**src/sv/midi_byte_stream_parser_macros.svh**
```systemverilog
// Assertion shorthands shared by the parser modules.
// Each expects clk and arst_n in scope.
`ifndef MIDI_BYTE_STREAM_PARSER_MACROS_SVH
`define MIDI_BYTE_STREAM_PARSER_MACROS_SVH

// Property checked every edge outside reset.
`define MBSP_ASSERT(lbl, prop, msg) \
	lbl: assert property (@(posedge clk) disable iff (!arst_n) (prop)) \
		else $error(msg);

// Condition this edge implies property at the next edge.
`define MBSP_ASSERT_NEXT(lbl, cond, prop, msg) \
	lbl: assert property (@(posedge clk) disable iff (!arst_n) (cond) |=> (prop)) \
		else $error(msg);

`endif

```
**src/sv/mbsp_pkg.sv**
```systemverilog
package mbsp_pkg;

	typedef enum logic [3:0] {
		KIND_NOTE_OFF   = 4'd0,
		KIND_NOTE_ON    = 4'd1,
		KIND_POLY_TOUCH = 4'd2,
		KIND_CONTROL    = 4'd3,
		KIND_PROGRAM    = 4'd4,
		KIND_TOUCH      = 4'd5,
		KIND_BEND       = 4'd6,
		KIND_SONG_POS   = 4'd7,
		KIND_SONG_SEL   = 4'd8,
		KIND_SYS_RT     = 4'd9,
		KIND_SMPTE      = 4'd10,
		KIND_SX_BYTE    = 4'd11,
		KIND_SX_END     = 4'd12,
		KIND_SX_BAD     = 4'd13
	} mbsp_kind_t;

	localparam logic [7:0] STATUS_NONE     = 8'h00;
	localparam logic [7:0] STATUS_SX_START = 8'hF0;
	localparam logic [7:0] STATUS_MTC      = 8'hF1;
	localparam logic [7:0] STATUS_SONG_POS = 8'hF2;
	localparam logic [7:0] STATUS_SONG_SEL = 8'hF3;
	localparam logic [7:0] STATUS_UNDEF_F4 = 8'hF4;
	localparam logic [7:0] STATUS_UNDEF_F5 = 8'hF5;
	localparam logic [7:0] STATUS_TUNE_REQ = 8'hF6;
	localparam logic [7:0] STATUS_SX_END   = 8'hF7;
	localparam logic [7:0] STATUS_UNDEF_FD = 8'hFD;

	localparam logic [3:0] HI_PROGRAM = 4'hC;
	localparam logic [3:0] HI_TOUCH   = 4'hD;
	localparam logic [3:0] HI_BEND    = 4'hE;
	localparam logic [3:0] HI_SYSTEM  = 4'hF;

	typedef struct packed {
		logic [7:0] running_status;
		logic       sysex_open;
		logic [7:0] pending_status;
		logic       have_first;
		logic [6:0] first_data;
	} mbsp_state_t;

	typedef struct packed {
		mbsp_kind_t         event_kind;
		logic [3:0]         channel;
		logic [13:0]        value_one;
		logic [7:0]         value_two;
		logic signed [31:0] event_source;
		logic               last_of_run;
	} mbsp_result_t;

endpackage

```
**src/sv/mbsp_decode.sv**
```systemverilog
module mbsp_decode
	import mbsp_pkg::*;
(
	input  logic [7:0]         data_byte,
	input  logic signed [31:0] source_id,
	input  mbsp_state_t        cur,
	output mbsp_state_t        nxt,
	output mbsp_result_t       res0,
	output mbsp_result_t       res1,
	output logic [1:0]         res_count
);

	function automatic logic needs_two(input logic [7:0] st);
		needs_two = !(st[7:4] == HI_PROGRAM || st[7:4] == HI_TOUCH ||
			st == STATUS_MTC || st == STATUS_SONG_SEL);
	endfunction

	// Build the event that a final data byte completes.
	function automatic mbsp_result_t finish(input logic [7:0] st, input logic [6:0] a,
		input logic [6:0] b);
		mbsp_result_t r;
		logic [2:0]   idx;
		r = '0;
		idx = b[6:4];
		r.channel = st[3:0];
		priority if (st[7:4] == HI_PROGRAM) begin
			r.event_kind = KIND_PROGRAM;
			r.value_one = {7'd0, b};
		end else if (st[7:4] == HI_TOUCH) begin
			r.event_kind = KIND_TOUCH;
			r.value_one = {7'd0, b};
		end else if (st[7:4] == HI_BEND) begin
			r.event_kind = KIND_BEND;
			r.value_one = {b, a};
		end else if (st == STATUS_MTC) begin
			r.event_kind = KIND_SMPTE;
			r.value_one = {11'd0, idx};
			r.value_two = idx[0] ? {b[3:0], 4'd0} : {4'd0, b[3:0]};
		end else if (st == STATUS_SONG_POS) begin
			r.event_kind = KIND_SONG_POS;
			r.value_one = {b, a};
		end else if (st == STATUS_SONG_SEL) begin
			r.event_kind = KIND_SONG_SEL;
			r.value_one = {7'd0, b};
		end else begin
			// note off .. control: kind follows the status high nibble
			r.event_kind = mbsp_kind_t'({2'd0, st[5:4]});
			r.value_one = {7'd0, a};
			r.value_two = {1'b0, b};
		end
		finish = r;
	endfunction

	logic [7:0] eff_pending;
	logic       eff_have;

	always_comb begin
		nxt = cur;
		res0 = '0;
		res1 = '0;
		res_count = 2'd0;
		eff_pending = cur.pending_status;
		eff_have = cur.have_first;
		if (cur.pending_status == STATUS_NONE && cur.running_status != STATUS_NONE) begin
			eff_pending = cur.running_status;
			eff_have = 1'b0;
		end

		priority if (data_byte == STATUS_SX_END) begin
			res0.event_kind = KIND_SX_BYTE;
			res0.value_one = {6'd0, data_byte};
			res1.event_kind = cur.sysex_open ? KIND_SX_END : KIND_SX_BAD;
			res_count = 2'd2;
			nxt.sysex_open = 1'b0;
			nxt.running_status = STATUS_NONE;
			nxt.pending_status = STATUS_NONE;
			nxt.have_first = 1'b0;
		end else if (data_byte == STATUS_SX_START) begin
			if (cur.sysex_open) begin
				res0.event_kind = KIND_SX_BAD;
				res1.event_kind = KIND_SX_BYTE;
				res1.value_one = {6'd0, data_byte};
				res_count = 2'd2;
			end else begin
				res0.event_kind = KIND_SX_BYTE;
				res0.value_one = {6'd0, data_byte};
				res_count = 2'd1;
			end
			nxt.sysex_open = 1'b1;
			nxt.running_status = STATUS_NONE;
			nxt.pending_status = STATUS_NONE;
			nxt.have_first = 1'b0;
		end else if (cur.sysex_open) begin
			res0.event_kind = KIND_SX_BYTE;
			res0.value_one = {6'd0, data_byte};
			res_count = 2'd1;
			if (data_byte[7]) begin
				res1.event_kind = KIND_SX_BAD;
				res_count = 2'd2;
				nxt.sysex_open = 1'b0;
				nxt.running_status = STATUS_NONE;
				nxt.pending_status = STATUS_NONE;
				nxt.have_first = 1'b0;
			end
		end else if (data_byte[7]) begin
			if (data_byte[7:4] != HI_SYSTEM) begin
				nxt.running_status = data_byte;
				nxt.pending_status = data_byte;
				nxt.have_first = 1'b0;
			end else begin
				nxt.running_status = STATUS_NONE;
				priority if (data_byte == STATUS_MTC || data_byte == STATUS_SONG_POS ||
					data_byte == STATUS_SONG_SEL) begin
					nxt.pending_status = data_byte;
					nxt.have_first = 1'b0;
				end else if (data_byte == STATUS_UNDEF_F4 || data_byte == STATUS_UNDEF_F5 ||
					data_byte == STATUS_UNDEF_FD) begin
					nxt.pending_status = STATUS_NONE;
					nxt.have_first = 1'b0;
				end else begin
					if (data_byte == STATUS_TUNE_REQ) begin
						nxt.pending_status = STATUS_NONE;
						nxt.have_first = 1'b0;
					end
					res0.event_kind = KIND_SYS_RT;
					res0.channel = data_byte[3:0];
					res_count = 2'd1;
				end
			end
		end else begin
			// drop a data byte with nothing pending and no running status
			if (eff_pending != STATUS_NONE) begin
				if (!eff_have && needs_two(eff_pending)) begin
					nxt.pending_status = eff_pending;
					nxt.have_first = 1'b1;
					nxt.first_data = data_byte[6:0];
				end else begin
					res0 = finish(eff_pending, cur.first_data, data_byte[6:0]);
					res_count = 2'd1;
					nxt.pending_status = STATUS_NONE;
					nxt.have_first = 1'b0;
				end
			end
		end

		res0.event_source = source_id;
		res1.event_source = source_id;
		res0.last_of_run = (res_count == 2'd1);
		res1.last_of_run = (res_count == 2'd2);
	end

endmodule

```
**src/sv/mbsp_result_buf.sv**
```systemverilog
`include "midi_byte_stream_parser_macros.svh"

module mbsp_result_buf
	import mbsp_pkg::*;
(
	input  logic         clk,
	input  logic         arst_n,
	input  logic         load,
	input  logic [1:0]   load_count,
	input  mbsp_result_t load_res0,
	input  mbsp_result_t load_res1,
	output logic         room,
	output logic         head_valid,
	input  logic         head_ready,
	output mbsp_result_t head
);

	mbsp_result_t slot0_q;
	mbsp_result_t slot1_q;
	logic [1:0]   cnt_q;
	logic         pop;

	assign head_valid = (cnt_q != 2'd0);
	assign head = slot0_q;
	assign pop = head_valid && head_ready;
	// take a new byte's results once the last pending beat leaves
	assign room = (cnt_q == 2'd0) || (cnt_q == 2'd1 && pop);

	always_ff @(posedge clk or negedge arst_n) begin
		if (!arst_n) begin
			cnt_q <= 2'd0;
		end else if (load) begin
			cnt_q <= load_count;
		end else if (pop) begin
			cnt_q <= cnt_q - 2'd1;
		end
	end

	always_ff @(posedge clk) begin
		if (load) begin
			slot0_q <= load_res0;
			slot1_q <= load_res1;
		end else if (pop && cnt_q == 2'd2) begin
			slot0_q <= slot1_q;
		end
	end

	`MBSP_ASSERT(a_cnt_range, cnt_q != 2'd3, "result count out of range")
	`MBSP_ASSERT(a_pair_last, cnt_q != 2'd2 || (!slot0_q.last_of_run && slot1_q.last_of_run), "pair without single last")
	`MBSP_ASSERT_NEXT(a_pair_drain, cnt_q == 2'd2 && pop, cnt_q == 2'd1, "pair did not drain to one")

endmodule

```
**src/sv/midi_byte_stream_parser.sv**
```systemverilog
// MIDI byte stream parser. Feed received MIDI bytes, one per input beat, with the
// sending endpoint's id; the block tracks running status, system exclusive and
// partly received messages, and emits channel, system common, real-time, SMPTE
// quarter-frame and exclusive events as output beats carrying that id. Each byte
// causes zero, one or two events; m_tlast marks the final event of a byte. A byte
// sits in the input register, is decoded in a single pass against the parser state
// and is written into a two-entry result register when it is consumed, and its first
// event then shows on the output. One byte is taken every cycle as long as each
// byte causes at most one event and the output keeps up; a byte causing two events
// (F7, F0 inside an exclusive, a status byte aborting an exclusive) holds the input
// while the second event drains from the result register. Reset leaves no running
// status, no open exclusive and nothing pending.
`include "midi_byte_stream_parser_macros.svh"

module midi_byte_stream_parser
	import mbsp_pkg::*;
(
	input  logic        clk,
	input  logic        arst_n,
	input  logic        s_tvalid,
	output logic        s_tready,
	input  logic [39:0] s_tdata,   // [7:0] data_byte, [39:8] source_id
	output logic        m_tvalid,
	input  logic        m_tready,
	output logic [63:0] m_tdata,   // [3:0] channel, [17:4] value_one, [25:18] value_two,
	                               // [57:26] event_source, [63:58] zero
	output logic [3:0]  m_tuser,   // [3:0] event_kind
	output logic        m_tlast    // last_of_run
);

	// input register stage
	logic               valid_s1;
	logic [7:0]         byte_s1;
	logic signed [31:0] source_s1;

	// parser state
	mbsp_state_t state_q;
	mbsp_state_t state_nxt;

	mbsp_result_t res0;
	mbsp_result_t res1;
	logic [1:0]   res_count;
	logic         room;
	logic         consume;
	mbsp_result_t head;

	// state checks
	logic sx_clean_ok;
	logic rs_channel_ok;
	logic first_pending_ok;

	// Consume the registered byte whenever the result register can take its events;
	// refill the input register in the same cycle.
	assign consume = valid_s1 && room;
	assign s_tready = !valid_s1 || consume;

	always_ff @(posedge clk or negedge arst_n) begin
		if (!arst_n) begin
			valid_s1 <= 1'b0;
		end else if (s_tvalid && s_tready) begin
			valid_s1 <= 1'b1;
		end else if (consume) begin
			valid_s1 <= 1'b0;
		end
	end

	always_ff @(posedge clk) begin
		if (s_tvalid && s_tready) begin
			byte_s1 <= s_tdata[7:0];
			source_s1 <= s_tdata[39:8];
		end
	end

	// Advance the parser state only when the byte's events are committed.
	always_ff @(posedge clk or negedge arst_n) begin
		if (!arst_n) begin
			state_q <= '0;
		end else if (consume) begin
			state_q <= state_nxt;
		end
	end

	mbsp_decode u_decode (
		.data_byte (byte_s1),
		.source_id (source_s1),
		.cur       (state_q),
		.nxt       (state_nxt),
		.res0      (res0),
		.res1      (res1),
		.res_count (res_count)
	);

	mbsp_result_buf u_result_buf (
		.clk        (clk),
		.arst_n     (arst_n),
		.load       (consume),
		.load_count (res_count),
		.load_res0  (res0),
		.load_res1  (res1),
		.room       (room),
		.head_valid (m_tvalid),
		.head_ready (m_tready),
		.head       (head)
	);

	// Pack the head event onto the output beat.
	assign m_tdata = {6'd0, head.event_source, head.value_two, head.value_one, head.channel};
	assign m_tuser = head.event_kind;
	assign m_tlast = head.last_of_run;

	// An open exclusive leaves no running status and no pending message.
	assign sx_clean_ok = !state_q.sysex_open ||
		(state_q.running_status == STATUS_NONE && state_q.pending_status == STATUS_NONE);
	// Running status only ever holds a channel status.
	assign rs_channel_ok = state_q.running_status == STATUS_NONE ||
		(state_q.running_status[7] && state_q.running_status[7:4] != HI_SYSTEM);
	// A stored first data byte always belongs to a pending message.
	assign first_pending_ok = !state_q.have_first || state_q.pending_status != STATUS_NONE;

	`MBSP_ASSERT(a_sx_clean, sx_clean_ok, "exclusive open with status held")
	`MBSP_ASSERT(a_rs_channel, rs_channel_ok, "bad running status")
	`MBSP_ASSERT(a_first_pending, first_pending_ok, "first data byte with no message pending")

endmodule

```
**config.mk**
```make
export PLATFORM = sky130hd
export DESIGN_NAME = midi_byte_stream_parser
export DESIGN_NICKNAME = d
export VERILOG_FILES = /design/src/sv/mbsp_pkg.sv /design/src/sv/mbsp_decode.sv /design/src/sv/mbsp_result_buf.sv /design/src/sv/midi_byte_stream_parser.sv
export VERILOG_INCLUDE_DIRS = /design/src /design/src/sv
export SDC_FILE = /design/constraint.sdc
export NUM_CORES = 1
export LEC_CHECK = 0
export BUFFER_PORTS_ARGS = -buffer_cell sky130_fd_sc_hd__buf_2
export CAP_MARGIN = 10
export CORE_ASPECT_RATIO = 0.8
export CORE_MARGIN = 10
export CORE_UTILIZATION = 51
export DETAILED_ROUTE_END_ITERATION = 7
export MAX_ROUTING_LAYER = met4
export PLACE_DENSITY = 0.74
export REMOVE_ABC_BUFFERS = 1
export SETUP_SLACK_MARGIN = 0.2
export SLEW_MARGIN = 0
export SYNTH_ARGS = -nofsm -noshare
export SYNTH_HDL_FRONTEND = slang
export SYNTH_SLANG_ARGS = --single-unit
```
**constraint.sdc**
```tcl
create_clock -name clk -period 3.4 [get_ports clk]
set_input_delay 0.68 -clock clk [delete_from_list [all_inputs] [get_ports clk]]
set_output_delay 0.68 -clock clk [all_outputs]
set_load 0.01 [all_outputs]
```
==> results.sh, run 1 <==
export IMPL_outcome="finished clean"
export IMPL_end_kind="flip-flop"
export IMPL_worstSetupStartpointType="flip-flop"
export IMPL_pre_cts_ws_ns=0.691
export IMPL_ctsResizeCount=0
export IMPL_slew_headroom_pct=48.0
export IMPL_coreArea_sq_um=13800
export IMPL_finalWorstSetupSlack_ns=0.557
export IMPL_synthFlopType="edfxtp_1"
export IMPL_path_buf_inv=0
export IMPL_drive_gt1_share_pct=25.4
export IMPL_finalSetupTns_ns=0
export IMPL_fillerInstances=1055
export IMPL_synth_seq_cells=176
export IMPL_routedWlPerCell_um=20.1
export IMPL_io_buffer_count=108
export IMPL_arrival_ns=3.05
export IMPL_synth_edf_count=148
export IMPL_post_cts_buffers=0
export IMPL_final_net_count=739
export IMPL_worst_slew_pin_transition_ns=0.770
export IMPL_comb_power_share_pct=33.1
export IMPL_numCtsBuffers=17
export IMPL_dpl_hpwl_um=12600
export IMPL_syn_area_per_cell_sq_um=12.8
export IMPL_slew_violations=0
export IMPL_placedInstanceArea_sq_um=8130
export IMPL_clock_skew_ns=0.0124
export IMPL_cts_clk_slew_worst_paths_ns=0.07
export IMPL_cts_sinks=176
export IMPL_start_util_pct=52.9
export IMPL_cp_required_ns=3.60
export IMPL_totalWireLength_um=17800
export IMPL_p_int_uw=5680
export IMPL_viasPerCell=5.77
export IMPL_crit_family="compound AO/OA/AOI/OAI gates"
export IMPL_syn_area_sq_um=7290
export IMPL_cts_tree="yes"
export IMPL_synthToLayoutAreaGrowth_pct=19.8
export IMPL_synth_most_common_cell="edfxtp_1"
export IMPL_hold_violations=0
export IMPL_synth_commonest_cells="edfxtp_1, nand2_1, nor2_1, dfrtp_1, a21oi_1"
export IMPL_syn_instance_count=568
export IMPL_max_vdd_ir_drop_v=0.000579
export IMPL_finalPower_uw=8900
export IMPL_grt_max_degree=94
export IMPL_ctsHoldBuffers=0
export IMPL_die_y_um=127
export IMPL_period_needed_ns=2.84
export IMPL_yosys_area_top_type_share_pct=61.0
export IMPL_yosys_warnings=0
export IMPL_synth_cell_type_count=69
export IMPL_stdcell_area_sq_um=8730
export IMPL_cp_max_fo=8
export IMPL_grt_pass1_wl_um=27800
export IMPL_dieWidth_um=154
export IMPL_switching_power_uw=3220
export IMPL_sequentialPowerShare_pct=44.3
export IMPL_pin_count=115
export IMPL_setup_viol_count_final=0
export IMPL_grt_antenna_before_repair=0
export IMPL_finalCritPeriodShare_pct=83.6
export IMPL_maxCapViolCount=0
export IMPL_via_count=5110
export IMPL_first_iter_violations=580
export IMPL_path_class="flip-flop to flip-flop"
export IMPL_p_sw_share_pct=36.2
export IMPL_yosysSeqAreaShare_pct=70.6
export IMPL_fmax_mhz=352
export IMPL_cts_root_buf="clkbuf_16"
export IMPL_yosysTopAreaCell="edfxtp_1"
export IMPL_grt_total_usage_pct=18.6
export IMPL_rows=38
export IMPL_grt_pass1_vias=4947
export IMPL_firstDrtPassIters=6
export IMPL_cts_htree_levels=4
export IMPL_antenna_cells=0
export IMPL_max_stage_delay_ns=0.49
export IMPL_synthArstFlopShare_pct=15.9
export IMPL_cp_cell_sequence="nor4_4 -> a41oi_1 -> nand4b_1 -> nor4b_1 -> a2111o_1 -> a311oi_1"
export IMPL_dieArea_sq_um=19500
export IMPL_grt_overflow=0
export IMPL_clkLatencyLatePin_ns=0.44
export IMPL_synthTopCellsByArea="edfxtp_1, dfrtp_1, nand2_1, a21oi_1, nor2_1"
export IMPL_p_leak_uw=0.00357
export IMPL_cpMaxStageDelayCell="nor4_4"
export IMPL_cts_path_max_buffers=2
export IMPL_rsz0062_at_grt="false"
export IMPL_hold_path_class="primary input to async pin"
export IMPL_place_congestion=0.942
export IMPL_drcViolationCount=0
export IMPL_detail_route_antenna_nets=0
export IMPL_powerDensity_nw_per_um2=1020
export IMPL_clkPwrFrac_pct=22.6
per-layer routing:
metal  up-vias  track usage (%)  routed length [um]
met2       242             26.2                7990
met5         -                -                   0
li1       2336                -                   -
met3        28             5.40                1630
met1      2504             25.5                7910
met4         0             5.99                 272
cell type report:
type                       instances  area, sq um  share of cell area (%)
multi-input combinational        346         1950                    22.3
clock inverter                    14          176                    2.02
sequential                       176         5140                    58.9
timing repair buffer             129          723                    8.28
tap                              180          225                    2.58
clock buffer                      18          429                    4.91
inverter                          22         83.8                   0.960
worst paths after layout:
path | start | endpoint | slack [ns] | cells after the start
min in group clk | s_tdata[7] | byte_s1[7] | 0.41 | 1
min | arst_n | state_q[21] | 0.28 | 1
max in group asynchronous | arst_n | state_q[6] | 2.68 | 1
max | state_q[8] | u_result_buf.head[43] | 0.56 | 6
min reg2reg | source_s1[1] | u_result_buf.slot1_q[2] | 0.45 | 0
max reg2reg | state_q[8] | u_result_buf.head[43] | 0.56 | 6
cell usage in the layout (no fill, tap or decap), drive strengths merged, types with 4 or more instances in the layout:
cell type  instances
nor3               9
nand2            123
buf              129
o211ai             4
a21oi             26
nand3              9
and3               4
o21ai             18
a31oi              9
a22oi              6
nor2b              4
inv               26
edfxtp           148
and2               6
clkbuf            18
clkinv             6
a41oi              4
nor2              33
nor4               7
a22o               8
conb              10
dfrtp             28
stage by stage:
step / cells / utilization (%) / hold WS (ns)
4_1_cts: 885 / 63.3 / 0.295
6_report: 885 / 63.3 / 0.277
3_5_place_dp: 853 / 58.9 / 0.433
3_3_place_gp: 853 / 58.9 / 0.430
5_1_grt: 885 / 63.3 / 0.329
2_1_floorplan: 544 / - / 0.384
sequential cells by signal, summed over array words and instances (netlist names):
signal and cells:
byte_s1 8, source_s1 32, u_result_buf.head 63, valid_s1 1, u_result_buf.cnt_q 2, u_result_buf.slot1_q 45, state_q 25
power by group through the flow:
stage                     Clock [uW]  Combinational (uW)  Sequential (uW)
after detailed placement           0                2960             3970
after global routing            2130                3260             4020
after global placement             0                2880             3930
after floorplan                    0                1540             4130
after CTS                       2030                2970             3940
final                           2010                2950             3940
cell families (layout without fill, tap and decap cells):
| logic type | Yosys count | count (layout) | share of synthesized area (%) |
|---|---|---|---|
| XOR/XNOR | 1 | 1 | 0.120 |
| AND/OR/NAND/NOR | 217 | 217 | 13.8 |
| AO/OA/AOI/OAI | 112 | 112 | 11.3 |
| multiplexers | 3 | 3 | 0.463 |
| buffers and inverters | 55 | 183 | 3.21 |
| adder cells (fa/ha/maj) | 3 | 3 | 0.515 |
| flip-flops | 176 | 176 | 70.6 |
| other | 1 | 10 | 0.0515 |
No activity file was read; power rests on OpenSTA's default activity.
==> run 2, diff against run 1 <==
clock period = 2.34 ns   (was 3.4 ns; I/O delays follow)
==> results.sh, run 2 (synthesis gave the netlist of run 1 again) <==
export IMPL_cts_tree="yes"
export IMPL_viasPerCell=5.57
export IMPL_rsz0062_at_grt="true"
export IMPL_drive_gt1_share_pct=44.9
export IMPL_cts_path_max_buffers=2
export IMPL_place_congestion=0.918
export IMPL_pin_count=115
export IMPL_rows=38
export IMPL_fmax_mhz=413
export IMPL_grt_pass1_wl_um=30200
export IMPL_hold_path_class="primary input to async pin"
export IMPL_stdcell_area_sq_um=10200
export IMPL_final_net_count=844
export IMPL_dpl_hpwl_um=13600
export IMPL_dieArea_sq_um=19500
export IMPL_finalWorstSetupSlack_ns=-0.0805
export IMPL_cp_max_fo=4
export IMPL_outcome="finished, violations left"
export IMPL_grt_total_usage_pct=20.4
export IMPL_firstDrtPassIters=5
export IMPL_largest_reg_flops=63
export IMPL_numCtsBuffers=17
export IMPL_grt_max_degree=56
export IMPL_pre_cts_ws_ns=-0.151
export IMPL_totalWireLength_um=20100
export IMPL_grt_pass1_vias=5505
export IMPL_dieWidth_um=154
export IMPL_p_leak_uw=0.00422
export IMPL_clkLatencyLatePin_ns=0.44
export IMPL_layout_common_cells="edfxtp_1, nand2_1, buf_2"
export IMPL_cp_required_ns=2.63
export IMPL_io_buffer_count=108
export IMPL_drcViolationCount=0
export IMPL_routedWlPerCell_um=20.3
export IMPL_slew_headroom_pct=52.1
export IMPL_grt_overflow=0
export IMPL_cts_htree_levels=4
export IMPL_worstSetupStartpointType="flip-flop"
export IMPL_grt_antenna_before_repair=0
export IMPL_worst_slew_pin_transition_ns=0.719
export IMPL_max_vdd_ir_drop_v=0.000981
export IMPL_hold_violations=0
export IMPL_path_class="flip-flop to flip-flop"
export IMPL_final_common_cell="edfxtp_1"
export IMPL_detail_route_antenna_nets=0
export IMPL_arrival_ns=2.71
export IMPL_synthToLayoutAreaGrowth_pct=40.0
export IMPL_reg2reg_depth=8
export IMPL_finalSetupTns_ns=-0.303
export IMPL_slew_violations=0
export IMPL_utilization_pct=74.0
export IMPL_whs_ns=0.0821
export IMPL_maxCapViolCount=0
export IMPL_violations="setup timing"
export IMPL_period_needed_ns=2.42
export IMPL_finalCritPeriodShare_pct=103
export IMPL_powerDensity_nw_per_um2=1480
export IMPL_clock_skew_ns=0.00972
export IMPL_die_y_um=127
export IMPL_antenna_cells=0
export IMPL_cts_sinks=176
export IMPL_placedInstanceArea_sq_um=8640
export IMPL_cts_clk_slew_worst_paths_ns=0.07
export IMPL_start_util_pct=52.9
export IMPL_fillerInstances=906
export IMPL_end_kind="flip-flop"
export IMPL_coreArea_sq_um=13800
export IMPL_setup_viol_count_final=14
export IMPL_via_count=5512
export IMPL_first_iter_violations=579
export IMPL_cts_root_buf="clkbuf_16"
export IMPL_ctsHoldBuffers=0
[run 2: power by group]
| part | internal, uW | switching (uW) | total [uW] |
|---|---|---|---|
| sequential | 5120 | 553 | 5680 |
| clock | 1630 | 1310 | 2940 |
| combinational | 2760 | 3690 | 6450 |
| total | 9510 | 5560 | 15100 |
[run 2: through the flow]
stage / total power (uW) / instances
floorplan: 8240 / 544
global placement: 10600 / 921
detailed placement: 10700 / 921
CTS: 14600 / 977
global route: 15800 / 990
finish: 15100 / 990
[run 2: cell type report]
cell class,instances,area [sq um],share of cell area [%]
clock inverters,15,196,1.93
clock buffers,17,425,4.17
multi-input cells,346,2430,23.9
well taps,180,225,2.21
repair buffers,234,1690,16.5
inverters,22,83.8,0.822
flip-flops and latches,176,5150,50.5
[run 2: final timing paths]
kind	slack (ns)	startpoint	endpoint
max	-0.08	state_q[15]	u_result_buf.head[45]
min	0.08	arst_n	state_q[14]
max reg2reg	-0.08	state_q[15]	u_result_buf.head[45]
min reg2reg	0.45	source_s1[4]	u_result_buf.slot1_q[5]
max in group asynchronous	1.75	arst_n	state_q[13]
min in group clk	0.20	s_tdata[17]	source_s1[9]
[run 2: critical path, stage by stage (launching register included)]
cell and delay [ns]:
dfrtp_2 0.44, nor4_4 0.35, a41oi_2 0.22, buf_4 0.21
o41ai_4 0.32, buf_4 0.18, a311o_1 0.26, nand3_1 0.12
a21oi_2 0.17
[run 2: layer usage]
metal | global-route usage [%] | wire (um) | share of wire, % | vias up
li1 | - | - | - | 2549
met1 | 26.2 | 8760 | 44 | 2708
met2 | 29.8 | 9370 | 47 | 227
met3 | 6.18 | 1610 | 8.0 | 28
met4 | 7.93 | 313 | 1.6 | 0
met5 | - | 0 | 0 | -
[run 2: what timing repair did]
action	CTS	global route
pin swaps	35	17
hold endpoints to repair	0	0
gates cloned	1	0
gates resized for setup	100	48
setup endpoints to repair	88	146
buffers inserted	23	13
==> run 3, diff against run 2 <==
GPL_TIMING_DRIVEN = 0   (was default)
SETUP_SLACK_MARGIN = 0.15   (was 0.2)
==> results.sh, run 3 (synthesis gave the netlist of run 1 again) <==
export IMPL_final_common_cell="edfxtp_1"
export IMPL_max_vdd_ir_drop_v=0.000757
export IMPL_cts_tree="yes"
export IMPL_hold_path_class="primary input to async pin"
export IMPL_grt_pass1_wl_um=30600
export IMPL_grt_overflow=0
export IMPL_hold_violations=0
export IMPL_outcome="finished, violations left"
export IMPL_firstDrtPassIters=5
export IMPL_dpl_hpwl_um=11700
export IMPL_start_util_pct=52.9
export IMPL_finalSetupTns_ns=-0.822
export IMPL_fillerInstances=899
export IMPL_multi_input_area_sq_um=2600
export IMPL_path_class="flip-flop to flip-flop"
export IMPL_ctsHoldBuffers=0
export IMPL_cts_sinks=176
export IMPL_slew_headroom_pct=52.3
export IMPL_cpMaxStageDelayCell="dfrtp_2"
export IMPL_period_needed_ns=2.45
export IMPL_drcViolationCount=0
export IMPL_place_inst=836
export IMPL_cts_root_buf="clkbuf_16"
export IMPL_finalWorstSetupSlack_ns=-0.109
export IMPL_largest_reg_flops=63
export IMPL_cp_max_fo=6
export IMPL_drive_gt1_share_pct=42.8
export IMPL_cp_cell_sequence="nor4_4 -> buf_4 -> a31oi_4 -> o31ai_4 -> buf_6 -> buf_4 -> a21o_4 -> o2111ai_2 -> a21oi_2"
export IMPL_totalWireLength_um=20200
export IMPL_seqCellArea_sq_um=5160
export IMPL_finalPower_uw=15200
export IMPL_setup_viol_count_final=24
export IMPL_pre_cts_ws_ns=-1.72
export IMPL_detail_route_antenna_nets=0
export IMPL_grt_pass1_vias=5448
export IMPL_end_kind="flip-flop"
export IMPL_coreArea_sq_um=13800
export IMPL_whs_ns=0.0883
export IMPL_numCtsBuffers=17
export IMPL_reg2reg_depth=9
export IMPL_cts_htree_levels=4
export IMPL_powerDensity_nw_per_um2=1520
export IMPL_via_count=5435
export IMPL_die_y_um=127
export IMPL_antenna_cells=0
export IMPL_layout_common_cells="edfxtp_1, nand2_1, buf_2"
export IMPL_critical_path_most_common_cell="buf_4"
export IMPL_final_net_count=803
export IMPL_p_leak_uw=0.00405
export IMPL_io_buffer_count=108
export IMPL_clock_skew_ns=0.00981
export IMPL_arrival_ns=2.72
export IMPL_grt_total_usage_pct=20.6
export IMPL_max_stage_delay_ns=0.45
export IMPL_cts_path_max_buffers=2
export IMPL_dieArea_sq_um=19500
export IMPL_synthToLayoutAreaGrowth_pct=37.6
export IMPL_violations="setup timing"
export IMPL_grt_antenna_before_repair=0
export IMPL_rsz0062_at_grt="true"
export IMPL_first_iter_violations=616
export IMPL_routedWlPerCell_um=21.3
export IMPL_clkLatencyLatePin_ns=0.43
export IMPL_rows=38
export IMPL_finalCritPeriodShare_pct=105
export IMPL_maxCapViolCount=0
export IMPL_fmax_mhz=408
export IMPL_worstSetupStartpointType="flip-flop"
export IMPL_final_cells=949
export IMPL_viasPerCell=5.73
export IMPL_worst_slew_pin_transition_ns=0.716
export IMPL_cp_required_ns=2.61
export IMPL_cts_clk_slew_worst_paths_ns=0.07
export IMPL_pin_count=115
export IMPL_slew_violations=0
export IMPL_place_congestion=0.923
export IMPL_dieWidth_um=154
export IMPL_grt_max_degree=33
==> run 3: cell types whose count changed in the layout (fill, tap and decap cells not counted), sizes merged <==
cell and change:
buf -48, inv +3, nand2b +2, clkinvlp -1, clkinv -2, bufinv +1
nand2 +1, clkbuf +1, bufbuf +2
==> run 3: area by class of cell <==
class                      count  area share, %
clock inverter                14           1.80
inverter                      22          0.985
clock buffer                  18           4.28
timing repair inverter         2          0.175
sequential                   176           51.4
timing repair buffer         188           13.2
tap                          180           2.25
multi-input combinational    349           25.9
==> run 3: timing repair <==
item                                    in CTS  in global routing
resized for setup                           78                 79
pin swaps                                   24                 31
endpoints found under the setup margin     201                116
gates cloned                                 7                  0
buffers inserted                            40                 34
==> run 3: metrics by stage <==
| step | area [sq um] | util, % |
|---|---|---|
| global placement | 7940 | 57.6 |
| global route | 10000 | 72.7 |
| CTS | 9400 | 68.2 |
| finish | 10000 | 72.7 |
| floorplan | 7170 | - |
| detailed placement | 8010 | 58.1 |
==> run 3: worst paths after layout <==
| check | slack (ns) | end | start |
|---|---|---|---|
| max reg2reg | -0.11 | u_result_buf.head[42] | state_q[10] |
| min reg2reg | 0.45 | u_result_buf.slot1_q[19] | source_s1[18] |
| max in group asynchronous | 1.72 | state_q[16] | arst_n |
| max | -0.11 | u_result_buf.head[42] | state_q[10] |
| min in group clk | 0.21 | byte_s1[7] | s_tdata[7] |
| min | 0.09 | state_q[9] | arst_n |
==> run 3: report_power, final <==
group | leakage, uW | internal (uW) | switching, uW
Sequential | 0.00177 | 5130 | 601
Combinational | 0.00198 | 2690 | 3860
Clock | 0.000298 | 1710 | 1230
Total | 0.00405 | 9520 | 5680
==> run 3: worst max-delay path, delay by kind of cell (launching register included) <==
kind | cells | cell delay [ns]
AO/OA/AOI/OAI | 5 | 1.05
buffers and inverters | 3 | 0.49
flip-flops | 1 | 0.45
AND/OR/NAND/NOR | 1 | 0.30
==> run 3: routing by layer <==
layer	GRT usage, %	wire, um	vias to the layer above	share of wire (%)
met1	26.9	8760	2649	43
met2	30.7	9700	262	48
li1	-	-	2488	-
met4	6.93	371	0	1.8
met3	5.54	1420	36	7.0
met5	-	0	-	0
